<file path="config.mk">
export PLATFORM = sky130hd
export DESIGN_NAME = tve_regfile
export DESIGN_NICKNAME = d
export VERILOG_FILES = /design/src/rtl/tve_pkg.sv /design/src/rtl/tve_regfile.sv
export SDC_FILE = /design/constraint.sdc
export NUM_CORES = 1
export LEC_CHECK = 0
export ABC_CLOCK_PERIOD_IN_PS = 3590
export BUFFER_PORTS_ARGS = -buffer_cell sky130_fd_sc_hd__buf_4
export CAP_MARGIN = 30
export CELL_PAD_IN_SITES_DETAIL_PLACEMENT = 1
export CELL_PAD_IN_SITES_GLOBAL_PLACEMENT = 2
export CORE_MARGIN = 8
export CORE_UTILIZATION = 30
export CTS_CLUSTER_DIAMETER = 200
export DETAILED_ROUTE_END_ITERATION = 8
export PLACE_DENSITY = 0.6
export SYNTH_ARGS = -nofsm -noshare
export SYNTH_HDL_FRONTEND = slang
export SYNTH_SLANG_ARGS = --single-unit
</file>
<file path="constraint.sdc">
create_clock -name clk -period 3.59 [get_ports clk]
set_clock_uncertainty 0.05 [all_clocks]
set_input_delay 0.1795 -clock clk [delete_from_list [all_inputs] [get_ports clk]]
set_output_delay 0.1795 -clock clk [all_outputs]
set_load 0.05 [all_outputs]
</file>
<file path="src/rtl/tve_pkg.sv">
// Shared types and constants for the tiny VM execute stage.
package tve_pkg;

  localparam logic [7:0] OP_HALT  = 8'd0;
  localparam logic [7:0] OP_ADD   = 8'd1;
  localparam logic [7:0] OP_SUB   = 8'd2;
  localparam logic [7:0] OP_LOADI = 8'd3;
  localparam logic [7:0] OP_LOADA = 8'd4;
  localparam logic [7:0] OP_MOVR  = 8'd5;
  localparam logic [7:0] OP_MOVA  = 8'd6;
  localparam logic [7:0] OP_JGT   = 8'd7;
  localparam logic [7:0] OP_JEQ   = 8'd8;
  localparam logic [7:0] OP_JNE   = 8'd9;

  localparam logic [1:0] ST_OK     = 2'd0;
  localparam logic [1:0] ST_UNDEF  = 2'd1;
  localparam logic [1:0] ST_BADREG = 2'd2;

  localparam logic [31:0] MASK_B3 = 32'hFF00_0000;
  localparam logic [31:0] MASK_B2 = 32'h00FF_0000;
  localparam logic [31:0] MASK_B1 = 32'h0000_FF00;
  localparam logic [31:0] MASK_B0 = 32'h0000_00FF;

  typedef struct packed {
    logic signed [31:0] immediate;
    logic [7:0]         third_reg;
    logic [7:0]         second_reg;
    logic [7:0]         first_reg;
    logic [7:0]         opcode;
  } instr_t;

  typedef struct packed {
    logic signed [31:0] write_value;
    logic [3:0]         write_index;
    logic               write_valid;
    logic signed [31:0] pc_value;
    logic               jump_taken;
    logic [1:0]         status;
    logic               halted;
  } result_t;

  // register file write port
  typedef struct packed {
    logic        wr_en;
    logic [3:0]  wr_idx;
    logic [31:0] wr_val;
  } wb_t;

  // RAM store word port
  typedef struct packed {
    logic        st_en;
    logic [7:0]  addr;
    logic [31:0] data;
  } store_t;

endpackage

</file>
<file path="src/rtl/tve_regfile.sv">
// Register file: two write-mirrored arrays, three registered read ports, write-through bypass.
module tve_regfile #(
  parameter int REG_COUNT = 15
) (
  input  logic           clk,
  input  logic           rst_n,
  input  logic           rd_en,
  input  logic [3:0]     rd_idx_a,
  input  logic [3:0]     rd_idx_b,
  input  logic [3:0]     rd_idx_c,
  input  tve_pkg::wb_t   wb,
  output logic [31:0]    rd_a,
  output logic [31:0]    rd_b,
  output logic [31:0]    rd_c,
  output logic [31:0]    pc
);

  logic [31:0]          mem_a [REG_COUNT];
  logic [31:0]          mem_b [REG_COUNT];
  logic [REG_COUNT-1:0] vld_r;
  logic [31:0]          rd_a_r, rd_b_r, rd_c_r, pc_r;
  logic [31:0]          rd_a_nxt, rd_b_nxt, rd_c_nxt;

  always_comb begin
    rd_a_nxt = vld_r[rd_idx_a] ? mem_a[rd_idx_a] : '0;
    rd_b_nxt = vld_r[rd_idx_b] ? mem_a[rd_idx_b] : '0;
    rd_c_nxt = vld_r[rd_idx_c] ? mem_b[rd_idx_c] : '0;
    if (wb.wr_en && wb.wr_idx == rd_idx_a) rd_a_nxt = wb.wr_val;
    if (wb.wr_en && wb.wr_idx == rd_idx_b) rd_b_nxt = wb.wr_val;
    if (wb.wr_en && wb.wr_idx == rd_idx_c) rd_c_nxt = wb.wr_val;
  end

  always_ff @(posedge clk) begin
    if (wb.wr_en) begin
      mem_a[wb.wr_idx] <= wb.wr_val;
      mem_b[wb.wr_idx] <= wb.wr_val;
    end
    if (rd_en) begin
      rd_a_r <= rd_a_nxt;
      rd_b_r <= rd_b_nxt;
      rd_c_r <= rd_c_nxt;
    end
  end

  // entries not yet written read as zero; pc copy kept for the result beat
  always_ff @(posedge clk) begin
    if (!rst_n) begin
      vld_r <= '0;
      pc_r  <= '0;
    end else if (wb.wr_en) begin
      vld_r[wb.wr_idx] <= 1'b1;
      if (wb.wr_idx == 4'd0) pc_r <= wb.wr_val;
    end
  end

  assign rd_a = rd_a_r;
  assign rd_b = rd_b_r;
  assign rd_c = rd_c_r;
  assign pc   = pc_r;

endmodule

</file>
## Word-level counts from Yosys, hierarchy flattened

Memory sizes are Yosys's and may differ from the RTL's.
Index checks and enable logic that the tools add are counted.

- Logic and storage cells: 38
- Output and inout bits: 128
- Memories kept: 2
- Input bits: 52
- Bits in writable memories: 960
- Register bits after elaboration: 143

- Reductions and logical operators: 6
- Multiplexer cells: 16
- Bitwise logic cells: 1
- Equality and inequality tests: 3
- Order comparisons: 5

Memories:

| memory | depth | bits a word | rd ports | clocked after memory_dff | write ports | RTL line | RTL |
|---|---|---|---|---|---|---|---|
| mem_a | 15 | 32 | 2 | 0 | 1 | tve_regfile.sv:18 | `logic [31:0] mem_a [REG_COUNT];` |
| mem_b | 15 | 32 | 1 | 0 | 1 | tve_regfile.sv:19 | `logic [31:0] mem_b [REG_COUNT];` |

Operator list:

| cell | count |
|---|---|
| 32-bit two-way mux | 6 |
| 4-bit by 5-bit less-than comparator with 1-bit output, second input constant | 4 |
| 15-bit OR | 1 |
| 1-bit binary-select mux with 4-bit select | 3 |
| 4-bit equality test | 3 |
| 1-bit two-way mux | 6 |
| 1-bit demux with 4-bit select | 1 |
| 4-bit by 1-bit greater-or-equal comparator with 1-bit output, second input constant | 1 |
| 1-bit logical AND | 4 |
| 4-bit zero test | 1 |
| 2-bit AND reduction | 1 |

## Logic depth before layout (Yosys ltp)

- Depth after elaboration: 5
- Mapped depth: 9
- Mapped depth without buffers: 5

## Worst setup path before layout

OpenSTA, ideal clock, no wires.

- Path kind: input to register
- Start: input wb[35] (netlist name)
- End: memory mem_b[8][0], enable pin
- Buffers on the path: 1
- Stages: 3
- Path slack: 0.216 ns
- Arrival: 2.860 ns
- Setup time: 0.464 ns
- Required time: 3.076 ns
- Cells stage by stage: clkbuf_1 nand3b_1 nor3_1

RTL lines:

| element | RTL line | RTL |
|---|---|---|
| from (decl) | tve_regfile.sv:11 | `input tve_pkg::wb_t wb,` |
| to (decl) | tve_regfile.sv:19 |  |

Straight into the memory's write port.

## Worst setup path in the final report

- Start: register vld_r[14]
- End: register rd_b_r[20] (netlist: rd_b[20]), data pin

- Cells in the longest elaborated chain, start to end: 4

Ends and longest elaborated chain:

| element | RTL line | RTL |
|---|---|---|
| from (decl) | tve_regfile.sv:20 | `logic [REG_COUNT-1:0] vld_r;` |
| from (signal assigned) | tve_regfile.sv:48 | `vld_r <= '0;` |
| from (signal, indexed assignment) | tve_regfile.sv:51 | `vld_r[wb.wr_idx] <= 1'b1;` |
| 1-bit binary-select mux with 4-bit select | tve_regfile.sv:26 | `rd_b_nxt = vld_r[rd_idx_b] ? mem_a[rd_idx_b] : '0;` |
| 1-bit two-way mux (not written as such) | tve_regfile.sv:26 |  |
| 32-bit two-way mux | tve_regfile.sv:26 |  |
| 32-bit two-way mux | tve_regfile.sv:29 | `if (wb.wr_en && wb.wr_idx == rd_idx_b) rd_b_nxt = wb.wr_val;` |
| net rd_b_nxt[20] | tve_regfile.sv:22 | `logic [31:0] rd_a_nxt, rd_b_nxt, rd_c_nxt;` |
| to (signal assigned) | tve_regfile.sv:40 | `rd_b_r <= rd_b_nxt;` |
| to (decl) | tve_regfile.sv:21 | `logic [31:0] rd_a_r, rd_b_r, rd_c_r, pc_r;` |

The timed path passes the listed nets, and every way through them passes these cells. The select of a mux whose other input is x is not followed.
A chain may end at the register's enable or synchronous reset.

==> results.ini <==
[grt]
grt_pass1_wl_um=167000
antenna_found_initial=5
global_route.usage.total_pct=19.9
grt_overflow_total=0
largest_net_degree_at_the_start_of_global_routing=88
grt_pass1_vias=22400

[layout]
commonest_cells_after_routing_fill_and_taps_aside=576 x edfxtp_1, 302 x mux4_2, 227 x buf_4, 166 x nand2_1, 135 x mux2i_1
area_growth_from_synthesis_to_final_layout_pct=19.3
total_of_fill_cells_in_the_finished_design=10500
seqCellArea_um2=18200
design.final.nets=2169
drive_gt1_share_pct=32.0
area_of_combinational_cells_with_multiple_inputs_um2=12700
layout.cells.most_common=edfxtp_1

[clocking]
clock_tree.htree_level_count=3
clock_tree.buffer_depth=3
clock_buffer_count_from_cts=77
cts_setup_buffers=0
latest_clock_arrival_within_the_worst_skew_pair_ns=0.65
cts_resized=0
ctsRootBufferMaster=clkbuf_16
ctsHoldBuffers=33
cts.clk_slew.worst_paths_ns=0.06
cts_sink_count=623
cts_tree=yes

[floorplan]
vertical_die_dimension_um=341
dieArea_um2=116000
floorplan.die.width_um=341
floorplan.initialDensity_pct=30.2
core.rowCount=119
design.portCount=180
core_area_um2=105000

[sta]
clock.fmax_mhz=388
final-setup-viol-count=0
max_slew.worst_pin.slew_ns=1.06
layout_worst_path_cycle_share_pct=71.8
maxSlewViolCount=0
slew_headroom_pct=29.5
number_of_hold_violations_in_the_final_report=0
rsz_0062_raised_after_global_routing=false
period_needed_ns=2.58
totalNegativeSetupSlack_ns=0

[drt]
routed-via-count=20400
remaining_drc_errors=0
first_iter_violations=1699
drt-vias-per-instance=5.72
drtAntennaViolNets=0
detail_route.wl_per_cell_um=33.0
drt_wl_total_um=118000
drt_pass1_iterations=5

[worst_setup_path]
crit_path_start_kind=flip-flop
worst_ep_arrival_time_ns=3.02
cp_max_fo=19
critical_path_required_ns=4.04
worst_setup_path_class=flip-flop to flip-flop
critPathCaptureType=flip-flop

[logic_synthesis]
synth_seq_area_share_pct=57.6
yosysWarnings=0
mappedNetlistArea_um2=31700
async_reset_ff_share_pct=0
synth-edff-count=576
syn-num-nets=1982
synth.lib_cells_used.distinct=38
syn_area_per_cell_um2=16.4
synth-seq-cells=623
syn-instance-count=1930
synthFlopType=edfxtp_1

[power]
cellPowerDensity_nw_per_um2=489
max-vdd-ir-drop_v=0.000316
static-leakage-power_nw=12.6
power.total_w=0.0185

[placed_design]
place_congestion=0.772
post-dp-hpwl_um=67300
number_of_input_and_output_port_buffers_inserted=179

[status]
outcome=finished, final reports clean

[run]
drv_cap=0

[min_path]
holdCritPathClass=input port to flip-flop

per-layer routing:
metal  track usage (%)  up-vias  wire length, um
met5                 0        -               13
met4              6.85        2             3780
met3              3.78      211             8220
met2              33.1      848            56800
met1              26.0    10900            49200
li1                  -     8426                -
synthesized netlist by cell type (9+ instances only):
cell type / instances / area (um^2)
a211oi_1: 13 / 97.6
a21boi_1: 28 / 210
a21oi_1: 81 / 405
a22o_1: 96 / 841
a22oi_1: 44 / 330
buf_2: 43 / 215
buf_4: 27 / 203
buf_6: 12 / 135
clkbuf_1: 89 / 334
dfxtp_1: 47 / 941
edfxtp_1: 576 / 17300
mux2i_1: 135 / 1350
mux4_1: 13 / 342
mux4_2: 302 / 6800
nand2_1: 168 / 631
nor2_1: 57 / 214
nor2b_1: 17 / 106
o211ai_1: 46 / 345
o21a_1: 15 / 113
o21ai_0: 53 / 265
o22ai_1: 22 / 138
xor2_1: 9 / 78.8
report_power, final:
part           switching, W  internal [W]
combinational       0.00133      0.000828
sequential         0.000120       0.00814
clock               0.00327       0.00478
area by class of cell:
| class | instances | area share [%] |
|---|---|---|
| antenna | 1 | 0.00663 |
| clock buffer | 103 | 5.55 |
| multi-input combinational | 1131 | 33.7 |
| clock inverter | 39 | 1.31 |
| tap | 1391 | 4.61 |
| sequential | 623 | 48.3 |
| inverter | 1 | 0.0166 |
| timing repair buffer | 283 | 6.52 |
cell families after synthesis:
group,Yosys count,share of synthesized area (%)
multiplexers,450,26.8
buffers and inverters,176,2.87
flip-flops,623,57.6
AO/OA/AOI/OAI,406,8.86
XOR/XNOR,12,0.332
AND/OR/NAND/NOR,263,3.50
worst max-delay path: stages (launching register included):
cell and delay (ns):
dfxtp_1 0.41, mux2i_1 0.11, o211ai_1 0.18, o211ai_1 0.16, a21oi_4 0.71, buf_4 0.57
a22o_1 0.24
metrics by stage:
step	setup slack, ns	std cells	hold slack [ns]	area (um^2)	util, %
2_1_floorplan	0.216	1930	0.228	31700	-
3_3_place_gp	0.592	3395	0.392	34800	33.2
3_5_place_dp	0.721	3396	0.397	34800	33.2
4_1_cts	1.07	3571	0.0972	37800	36.0
5_1_grt	0.889	3571	0.122	37800	36.0
6_report	1.01	3572	0.122	37800	36.0
path summary, 6_finish.rpt:
kind / from / cells after the start / slack (ns) / end
worst max-delay path: vld_r[14] / 6 / 1.01 / rd_b[20]
worst min-delay path: rst_n / 2 / 0.12 / pc[11]
worst min register to register: pc[24] / 2 / 0.40 / pc[24]
worst max register to register: vld_r[14] / 6 / 1.01 / rd_b[20]
registers in the layout (all words and copies together), names as in the netlist:
signal,count
rd_b,32
pc,32
rd_c,32
vld_r,15
rd_a,32
mem_b,448
mem_a,32
Note: power is estimated with default switching activity, not from simulation.
