### src/rtl/tve_pkg.sv
// Shared types and constants for the tiny VM execute stage.
package tve_pkg;

  localparam logic [7:0] OP_HALT  = 8'd0;
  localparam logic [7:0] OP_ADD   = 8'd1;
  localparam logic [7:0] OP_SUB   = 8'd2;
  localparam logic [7:0] OP_LOADI = 8'd3;
  localparam logic [7:0] OP_LOADA = 8'd4;
  localparam logic [7:0] OP_MOVR  = 8'd5;
  localparam logic [7:0] OP_MOVA  = 8'd6;
  localparam logic [7:0] OP_JGT   = 8'd7;
  localparam logic [7:0] OP_JEQ   = 8'd8;
  localparam logic [7:0] OP_JNE   = 8'd9;

  localparam logic [1:0] ST_OK     = 2'd0;
  localparam logic [1:0] ST_UNDEF  = 2'd1;
  localparam logic [1:0] ST_BADREG = 2'd2;

  localparam logic [31:0] MASK_B3 = 32'hFF00_0000;
  localparam logic [31:0] MASK_B2 = 32'h00FF_0000;
  localparam logic [31:0] MASK_B1 = 32'h0000_FF00;
  localparam logic [31:0] MASK_B0 = 32'h0000_00FF;

  typedef struct packed {
    logic signed [31:0] immediate;
    logic [7:0]         third_reg;
    logic [7:0]         second_reg;
    logic [7:0]         first_reg;
    logic [7:0]         opcode;
  } instr_t;

  typedef struct packed {
    logic signed [31:0] write_value;
    logic [3:0]         write_index;
    logic               write_valid;
    logic signed [31:0] pc_value;
    logic               jump_taken;
    logic [1:0]         status;
    logic               halted;
  } result_t;

  // register file write port
  typedef struct packed {
    logic        wr_en;
    logic [3:0]  wr_idx;
    logic [31:0] wr_val;
  } wb_t;

  // RAM store word port
  typedef struct packed {
    logic        st_en;
    logic [7:0]  addr;
    logic [31:0] data;
  } store_t;

endpackage

### src/rtl/tve_alu.sv
// Decode, register index checks and execute for one instruction.
module tve_alu #(
  parameter int REG_COUNT = 15
) (
  input  logic              fire,
  input  tve_pkg::instr_t   instr,
  input  logic [31:0]       rd_a,
  input  logic [31:0]       rd_b,
  input  logic [31:0]       rd_c,
  input  logic [31:0]       ram_word,
  input  logic [31:0]       pc,
  output tve_pkg::result_t  res,
  output tve_pkg::wb_t      wb,
  output tve_pkg::store_t   st
);

  logic ra_ok, rb_ok, rc_ok, ok, cond, wv, st_en;
  logic [3:0]  widx;
  logic [31:0] wval;

  assign ra_ok = instr.first_reg  < 8'(REG_COUNT);
  assign rb_ok = instr.second_reg < 8'(REG_COUNT);
  assign rc_ok = instr.third_reg  < 8'(REG_COUNT);

  always_comb begin
    res   = '0;
    ok    = 1'b0;
    cond  = 1'b0;
    wv    = 1'b0;
    st_en = 1'b0;
    widx  = '0;
    wval  = '0;

    unique case (instr.opcode) inside
      tve_pkg::OP_HALT: res.halted = 1'b1;
      tve_pkg::OP_LOADI, tve_pkg::OP_LOADA, tve_pkg::OP_MOVA: ok = ra_ok;
      tve_pkg::OP_MOVR: ok = ra_ok && rb_ok;
      tve_pkg::OP_ADD, tve_pkg::OP_SUB, tve_pkg::OP_JGT, tve_pkg::OP_JEQ,
      tve_pkg::OP_JNE: ok = ra_ok && rb_ok && rc_ok;
      default: res.status = tve_pkg::ST_UNDEF;
    endcase

    if (instr.opcode != tve_pkg::OP_HALT && res.status != tve_pkg::ST_UNDEF && !ok) begin
      res.status = tve_pkg::ST_BADREG;
    end

    if (ok) begin
      unique case (instr.opcode) inside
        tve_pkg::OP_ADD: begin
          wv = 1'b1; widx = instr.third_reg[3:0]; wval = rd_a + rd_b;
        end
        tve_pkg::OP_SUB: begin
          wv = 1'b1; widx = instr.third_reg[3:0]; wval = rd_a - rd_b;
        end
        tve_pkg::OP_LOADI: begin
          wv = 1'b1; widx = instr.first_reg[3:0]; wval = instr.immediate;
        end
        tve_pkg::OP_LOADA: begin
          wv = 1'b1; widx = instr.first_reg[3:0]; wval = ram_word;
        end
        tve_pkg::OP_MOVR: begin
          wv = 1'b1; widx = instr.second_reg[3:0]; wval = rd_a;
        end
        tve_pkg::OP_MOVA: st_en = 1'b1;
        tve_pkg::OP_JGT, tve_pkg::OP_JEQ, tve_pkg::OP_JNE: begin
          if (instr.opcode == tve_pkg::OP_JGT)      cond = $signed(rd_b) > $signed(rd_c);
          else if (instr.opcode == tve_pkg::OP_JEQ) cond = rd_b == rd_c;
          else                                      cond = rd_b != rd_c;
          if (cond) begin
            wv = 1'b1; widx = 4'd0; wval = rd_a;
          end
        end
        default: ;
      endcase
    end

    res.jump_taken  = cond;
    res.write_valid = wv;
    res.write_index = widx;
    res.write_value = wval;
    res.pc_value    = (wv && widx == 4'd0) ? wval : pc;
  end

  assign wb.wr_en  = fire && wv;
  assign wb.wr_idx = widx;
  assign wb.wr_val = wval;
  assign st.st_en  = fire && st_en;
  assign st.addr   = instr.second_reg;
  assign st.data   = rd_a;

endmodule

### config.mk
export PLATFORM = sky130hd
export DESIGN_NAME = tve_alu
export DESIGN_NICKNAME = d
export VERILOG_FILES = /design/src/rtl/tve_pkg.sv /design/src/rtl/tve_alu.sv
export SDC_FILE = /design/constraint.sdc
export NUM_CORES = 1
export LEC_CHECK = 0
export ABC_AREA = 1
export BUFFER_PORTS_ARGS = -buffer_cell sky130_fd_sc_hd__buf_2
export CAP_MARGIN = 20
export CORE_AREA = 2 2 146 148
export DETAILED_ROUTE_END_ITERATION = 7
export DIE_AREA = 0 0 148 150
export PLACE_DENSITY_LB_ADDON = 0.15
export SYNTH_ARGS = -nofsm -noshare
export SYNTH_HDL_FRONTEND = slang
export SYNTH_SLANG_ARGS = --single-unit
### constraint.sdc
create_clock -name vclk -period 4.8
set_clock_uncertainty 0.15 [all_clocks]
set_input_delay 0.72 -clock vclk [all_inputs]
set_output_delay 0.72 -clock vclk [all_outputs]
set_load 0.1 [all_outputs]
# Yosys cells after proc, flatten, opt, wreduce, memory -nomap -nowiden
# Cells that the tools add are included.
dict set report op_classes {
  n_div 0
  multipliers 0
  order_cmp 4
  addsub 2
  muxes 21
  reduce_logical 18
  shift 0
  bitwise 0
  n_eq_ne 12
}
# op count
set op_table {}
lappend op_table {{32-bit one-hot mux with 6 select lines} 1}
lappend op_table {{32-bit 2-to-1 mux} 3}
lappend op_table {{32-bit adder} 1}
lappend op_table {{32-bit == test} 1}
lappend op_table {{8-bit by 3-bit == test with 1-bit output, second input constant} 4}
lappend op_table {{32-bit greater-than comparator} 1}
lappend op_table {{32-bit != test} 1}
lappend op_table {{32-bit subtractor} 1}
lappend op_table {{8-bit by 4-bit < comparator with 1-bit output, second input constant} 3}
lappend op_table {{8-bit by 2-bit == test with 1-bit output, second input constant} 2}
lappend op_table {{8-bit by 4-bit == test with 1-bit output, second input constant} 2}
lappend op_table {{1-bit 2-to-1 mux} 12}
lappend op_table {{4-bit one-hot mux with 3 select lines} 1}
lappend op_table {{10-bit OR reduction} 1}
lappend op_table {{5-bit OR reduction} 2}
lappend op_table {{8-bit by 1-bit == test with 1-bit output, second input constant} 1}
lappend op_table {{8-bit zero test} 1}
lappend op_table {{8-bit nonzero test} 1}
lappend op_table {{1-bit logical AND} 7}
lappend op_table {{3-bit OR reduction} 2}
lappend op_table {{4-bit zero test} 1}
lappend op_table {{4-bit 2-to-1 mux} 1}
lappend op_table {{2-bit OR reduction} 2}
lappend op_table {{1-bit one-hot mux with 3 select lines} 1}
lappend op_table {{other kinds (4)} 4}
dict set report word_totals {
  output_inout_bits 151
  memories 0
  romBits 0
  latchBits 0
  inputBits 225
  mem_bits_rw 0
  regBits 0
}

# Logic depth before layout (Yosys ltp)
# Gate-level depths: netlist (run 1).
dict set report logic_depth {
  depth_word 10
  mapped_depth 26
}

# Least setup slack after synthesis (run 1)
# Ideal clock, no wire load.
dict set report synth_timing {
  path_kind {input to output}
  from {input instr[3] (netlist name)}
  to {output res[2] (netlist name)}
  t_required_ns 3.930
  arrival_time_ns 6.084
  cell_stages 6
  slack_ns -2.154
  cell_sequence {or2_4 > nor3_1 > nor2_1 > o211ai_1 > inv_1 > nor3_1}
}
# item line
set synth_rtl {}
lappend synth_rtl {{from (decl)} tve_alu.sv:6} ;# input tve_pkg::instr_t instr,
lappend synth_rtl {{to (decl)} tve_alu.sv:12} ;# output tve_pkg::result_t res,

==> reports/qor.yml, run 1 <==
status: "complete, but fails checks"
violations: "setup timing"
core_um2: 20690
worst_pin_slew_ns: 0.5744
gp_congestion: 0.9465
die_y_um: 150
rsz0062_at_grt: "yes"
drive_gt1_share_pct: 53.26
path_class: "input port to primary output"
synth_fp_nets: 1456
yosysWarnings: 0
first_global_vias: 8155
layout_commonest_cell: "nand2_1"
p_leak_uw: 0.006063
fmax_mhz: 205.4
fillers: 2025
vias_per_cell: 4.807
synth.top_cell.area_share_pct: 20.29
powerDensity_nw_per_um2: 95.61
critPathBufInv: 7
relSlewSlack_pct: 61.65
synth_largest_area_cell: "nand2_1"
slowest_delay_ns: 0.28
hold_viol: 0
critPathArrivalTime_ns: 4.00
end_kind: "primary output"
required_ns: 3.93
post_synth_inst_count: 1166
area_growth_pct: 89.49
drt_iter0_markers: 454
portBuffers: 376
post-route-period-util_pct: 101.5
overflow: 0
final_cell_mix: "nand2_1 (279), buf_2 (278), buf_4 (143)"
grt_pass1_wl_mm: 43.86
start_util_pct: 30.50
grtUsageTotal_pct: 24.96
flops_and_latches: 0
cap_violations: 0
boundaryPins: 376
nClkBuffers: 0
hold_path.class: "input port to primary output"
drc: 0
route.vias.total: 8994
fin_hold_ws_ns: 1.659
routed_wirelength_mm: 30.63
detail_route.wl_per_cell_um: 16.37
syn_avg_cell_area_um2: 5.411
grt_start_max_net_pins: 33
finalNetCount: 1886
chipWidth_um: 148
fin_ws_ns: -0.06970
setup_viol: 14
place_worst_setup_slack_ns: -0.3126
hpwl_mm: 25.85
slew_viol_final: 0
start_kind: "input port"
multiInputGateArea_um2: 6354
synthTopCellsByArea: "nand2_1 (20%), ha_1 (13%), inv_1 (9.8%), buf_4 (9.6%), nand3_1 (7.8%)"
path_max_fanout: 5
cpLargestDelayFamily: "simple AND/OR/NAND/NOR gates"
fp-row-count: 53
regArea_um2: 0
yosysUniqueCellTypes: 45
grt_antenna_before_repair: 1
cpMaxStageDelayCell: "ha_4"
holdBufCountCts: 0
ant_nets: 0
seq_area_frac_synth_pct: 0
vdd_drop_max_v: 0.00004221
fin_crit_ns: 4.870
die-area_um2: 22200
synth.cell_area_um2: 6310
first_pass_iters: 5
where the power goes:
group	switching, uW	total (uW)	internal, uW
clock network	0	0.0000301	0.0000301
logic	699	1140	444
registers	0	0	0
total	699	1140	444
through the flow:
stage               instances  area, um2  TNS [ns]  util [%]  power, uW
floorplan                1166       6779   -0.1034         -      582.4
global route             1870      11950    -8.972     57.78       1222
finish                   1871      11960   -0.4165     57.79       1143
global placement         1834      10490    -7.849     50.70      953.4
detailed placement       1834      10490    -8.249     50.70      957.9
CTS                      1847      10880   -0.3536     52.58      996.8
cell type report:
class | instances | share of cell area [%]
inverter | 172 | 5.619
antenna | 2 | 0.04186
multi-input combinational | 890 | 53.14
tap | 275 | 2.878
timing repair buffer | 532 | 38.32
cell usage after synthesis, drive strengths merged, types with 10 or more instances:
cell and instances:
nand2 343, inv 171, nand3 98, nor2 98, buf 96, a21oi 90, ha 64, o21ai 51
xor2 19, xnor2 17, nor3 16, a22o 15, nand4 13, nor4 10
per-layer routing:
layer | track usage [%] | routed length [um]
met5 | 0 | 0
met4 | 3.857 | 567
met3 | 1.921 | 1440
met2 | 42.69 | 14540
met1 | 34.87 | 14080
repair_timing:
item,4_1_cts,5_1_grt
pin swaps,22,92
gates resized for setup,83,247
setup endpoints to repair,54,66
hold endpoints to repair,0,0
buffers inserted,13,23
path summary, 6_finish.rpt:
| path | start | cells after the start | to | slack (ns) |
|---|---|---|---|---|
| worst min-delay path | pc[16] | 4 | res[20] | 1.66 |
| worst max-delay path | rd_b[0] | 27 | wb[29] | -0.07 |
cell families after synthesis:
logic type	count (synthesis)	synth area share, %
xor gates and xnor gates	36	4.997
AOI/OAI and AO/OA	201	20.39
adders and majority gates	65	13.01
and+or+nand+nor	588	39.60
buffers and inverters	276	22.01
No activity file was read; power rests on OpenSTA's default activity.
==> inputs of run 2 (changes only) <==
--- a/config.mk
+++ b/config.mk
@@ -8,9 +8,9 @@
 export ABC_AREA = 1
 export BUFFER_PORTS_ARGS = -buffer_cell sky130_fd_sc_hd__buf_2
 export CAP_MARGIN = 20
-export CORE_AREA = 2 2 146 148
+export CORE_AREA = 3 3 147 149
 export DETAILED_ROUTE_END_ITERATION = 7
-export DIE_AREA = 0 0 148 150
+export DIE_AREA = 0 0 150 152
 export PLACE_DENSITY_LB_ADDON = 0.15
 export SYNTH_ARGS = -nofsm -noshare
 export SYNTH_HDL_FRONTEND = slang
==> constraint.sdc (replaced) <==
create_clock -name vclk -period 4.8
set_clock_uncertainty 0.15 [all_clocks]
set_input_delay 0.24 -clock vclk [all_inputs]
set_output_delay 0.24 -clock vclk [all_outputs]
set_load 0.1 [all_outputs]
==> reports/qor.yml, run 2 (same netlist as run 1, synthesis figures left out) <==
dp_cells: 1719  # was 1834
path_max_fanout: 6  # was 5
final_cell_mix: "nand2_1 (341), buf_2 (316), inv_1 (164)"  # was nand2_1 (279), buf_2 (278), buf_4 (143)
die-area_um2: 22800  # was 22200 um2
fin_crit_ns: 4.326  # was 4.870 ns
first_global_vias: 7784  # was 8155
p_comb_share_pct: 100.0  # about the same
layoutNonFillerInstCount: 1719  # was 1871
status: "complete, no violations"  # was complete, but fails checks
boundaryPins: 376  # unchanged
cap_violations: 0  # unchanged
timing.setup.tns_ns: 0  # was -0.4165 ns
ant_nets: 0  # unchanged
p_leak_uw: 0.004944  # was 0.006063 uW
start_kind: "input port"  # unchanged
layout_commonest_cell: "nand2_1"  # unchanged
overflow: 0  # unchanged
critPathCapture: "wb[31]"  # was wb[29]
holdBufCountCts: 0  # unchanged
route.vias.total: 8338  # was 8994
drt_iter0_markers: 410  # was 454
seq_power_share_pct: 0  # about the same
chipWidth_um: 150  # was 148 um
fmax_mhz: 231.2  # was 205.4 MHz
post-route-period-util_pct: 90.12  # was 101.5%
regArea_um2: 0  # unchanged
grtUsageTotal_pct: 23.59  # was 24.96%
relSlewSlack_pct: 31.99  # was 61.65%
worstHoldStart: "instr[22]"  # was pc[16]
required_ns: 4.41  # was 3.93 ns
grt_antenna_before_repair: 0  # was 1
post_cts_buffers: 0  # was 13
diodes: 0  # was 2
vdd_drop_max_v: 0.00004721  # was 0.00004221 V
powerDensity_nw_per_um2: 94.16  # was 95.61 nW/um2
multiInputGateArea_um2: 4951  # was 6354 um2
die_y_um: 152  # was 150 um
core_um2: 20300  # was 20690 um2
critPathLaunch: "rd_b[0]"  # unchanged
switchingPower_uw: 570.8  # was 698.7 uW
first_pass_iters: 5  # unchanged
end_kind: "primary output"  # unchanged
nClkBuffers: 0  # unchanged
drive_gt1_share_pct: 30.57  # was 53.26%
rsz0062_at_grt: "no"  # was yes
grt_pass1_wl_mm: 43.27  # was 43.86 mm
portBuffers: 376  # unchanged
drc: 0  # unchanged
gp_congestion: 0.9424  # was 0.9465
flops_and_latches: 0  # unchanged
critPathArrivalTime_ns: 3.94  # was 4.00 ns
setup_viol: 0  # was 14
finalNetCount: 1741  # was 1886
hold_path.class: "input port to primary output"  # unchanged
vias_per_cell: 4.850  # was 4.807
area_growth_pct: 39.46  # was 89.49%
start_util_pct: 31.08  # was 30.50%
cts_resized: 0  # was 83
hold_viol: 0  # unchanged
fp-row-count: 52  # was 53
slew_viol_final: 0  # unchanged
routed_wirelength_mm: 28.86  # was 30.63 mm
worst_pin_slew_ns: 1.019  # was 0.5744 ns
clkPwrFrac_pct: 0  # about the same
swShare_pct: 68.89  # was 61.12%
fillers: 2280  # was 2025
hpwl_mm: 25.44  # was 25.85 mm
internal_power_uw: 257.8  # was 444.4 uW
grt_start_max_net_pins: 33  # unchanged
path_class: "input port to primary output"  # unchanged
detail_route.wl_per_cell_um: 16.79  # was 16.37 um
run 2: layer usage:
| metal | routed length (um) | vias to the layer above | track usage (%) |
|---|---|---|---|
| li1 | - | 4291 | - |
| met1 | 12800 | 3665 | 33.46 |
| met2 | 13200 | 353 | 39.12 |
| met3 | 2361 | 29 | 2.651 |
| met4 | 495 | 0 | 3.529 |
| met5 | 0 | - | 0 |
run 2: power groups by stage:
stage	clock, uW	sequential [uW]	combinational (uW)
floorplan	0	0	573
global placement	0	0	819
detailed placement	0	0	823
CTS	0	0	826
global route	0	0	905
finish	0	0	829
run 2: worst max-delay path, stage by stage:
cell and delay [ns]:
buf_2 0.10, inv_1 0.09, ha_1 0.18, nand2_1 0.09, nor3_2 0.15, nand2_1 0.10
nor3_1 0.22, nand2_1 0.14, inv_1 0.09, nand2_1 0.07, nor2_1 0.20, nor2_1 0.08
xnor2_1 0.21, ha_1 0.33, a21oi_1 0.22, o21ai_0 0.18, a21oi_2 0.22, o21ai_0 0.14
o21ai_0 0.17, nand3_1 0.10, nand3_1 0.15, nand2_1 0.07, inv_1 0.17, buf_12 0.20
run 2: worst min-delay path by stage:
stage	endpoint	cells past startpoint
after detailed placement	st[38]	2
after CTS	st[38]	2
after global placement	st[39]	2
final	st[38]	2
after global routing	st[38]	2
after floorplan	st[0]	1
run 2: stage by stage:
| stage | util (%) | hold WS [ns] | area (um2) | worst slack (ns) | total power, uW |
|---|---|---|---|---|---|
| after floorplan | - | 0.5415 | 6329 | 0.05339 | 573.5 |
| after global placement | 43.29 | 0.7148 | 8788 | 0.4224 | 818.8 |
| after detailed placement | 43.29 | 0.7146 | 8788 | 0.3296 | 822.9 |
| after CTS | 43.29 | 0.7150 | 8788 | 0.3110 | 825.5 |
| after global routing | 43.35 | 0.7190 | 8800 | 0.06041 | 904.9 |
| final | 43.35 | 0.7149 | 8800 | 0.4740 | 828.6 |
run 2: cell type report:
cell class                 count  share of cell area [%]
inverter                     172                   7.337
multi-input combinational    890                   56.26
tap                          270                   3.839
timing repair buffer         387                   32.56
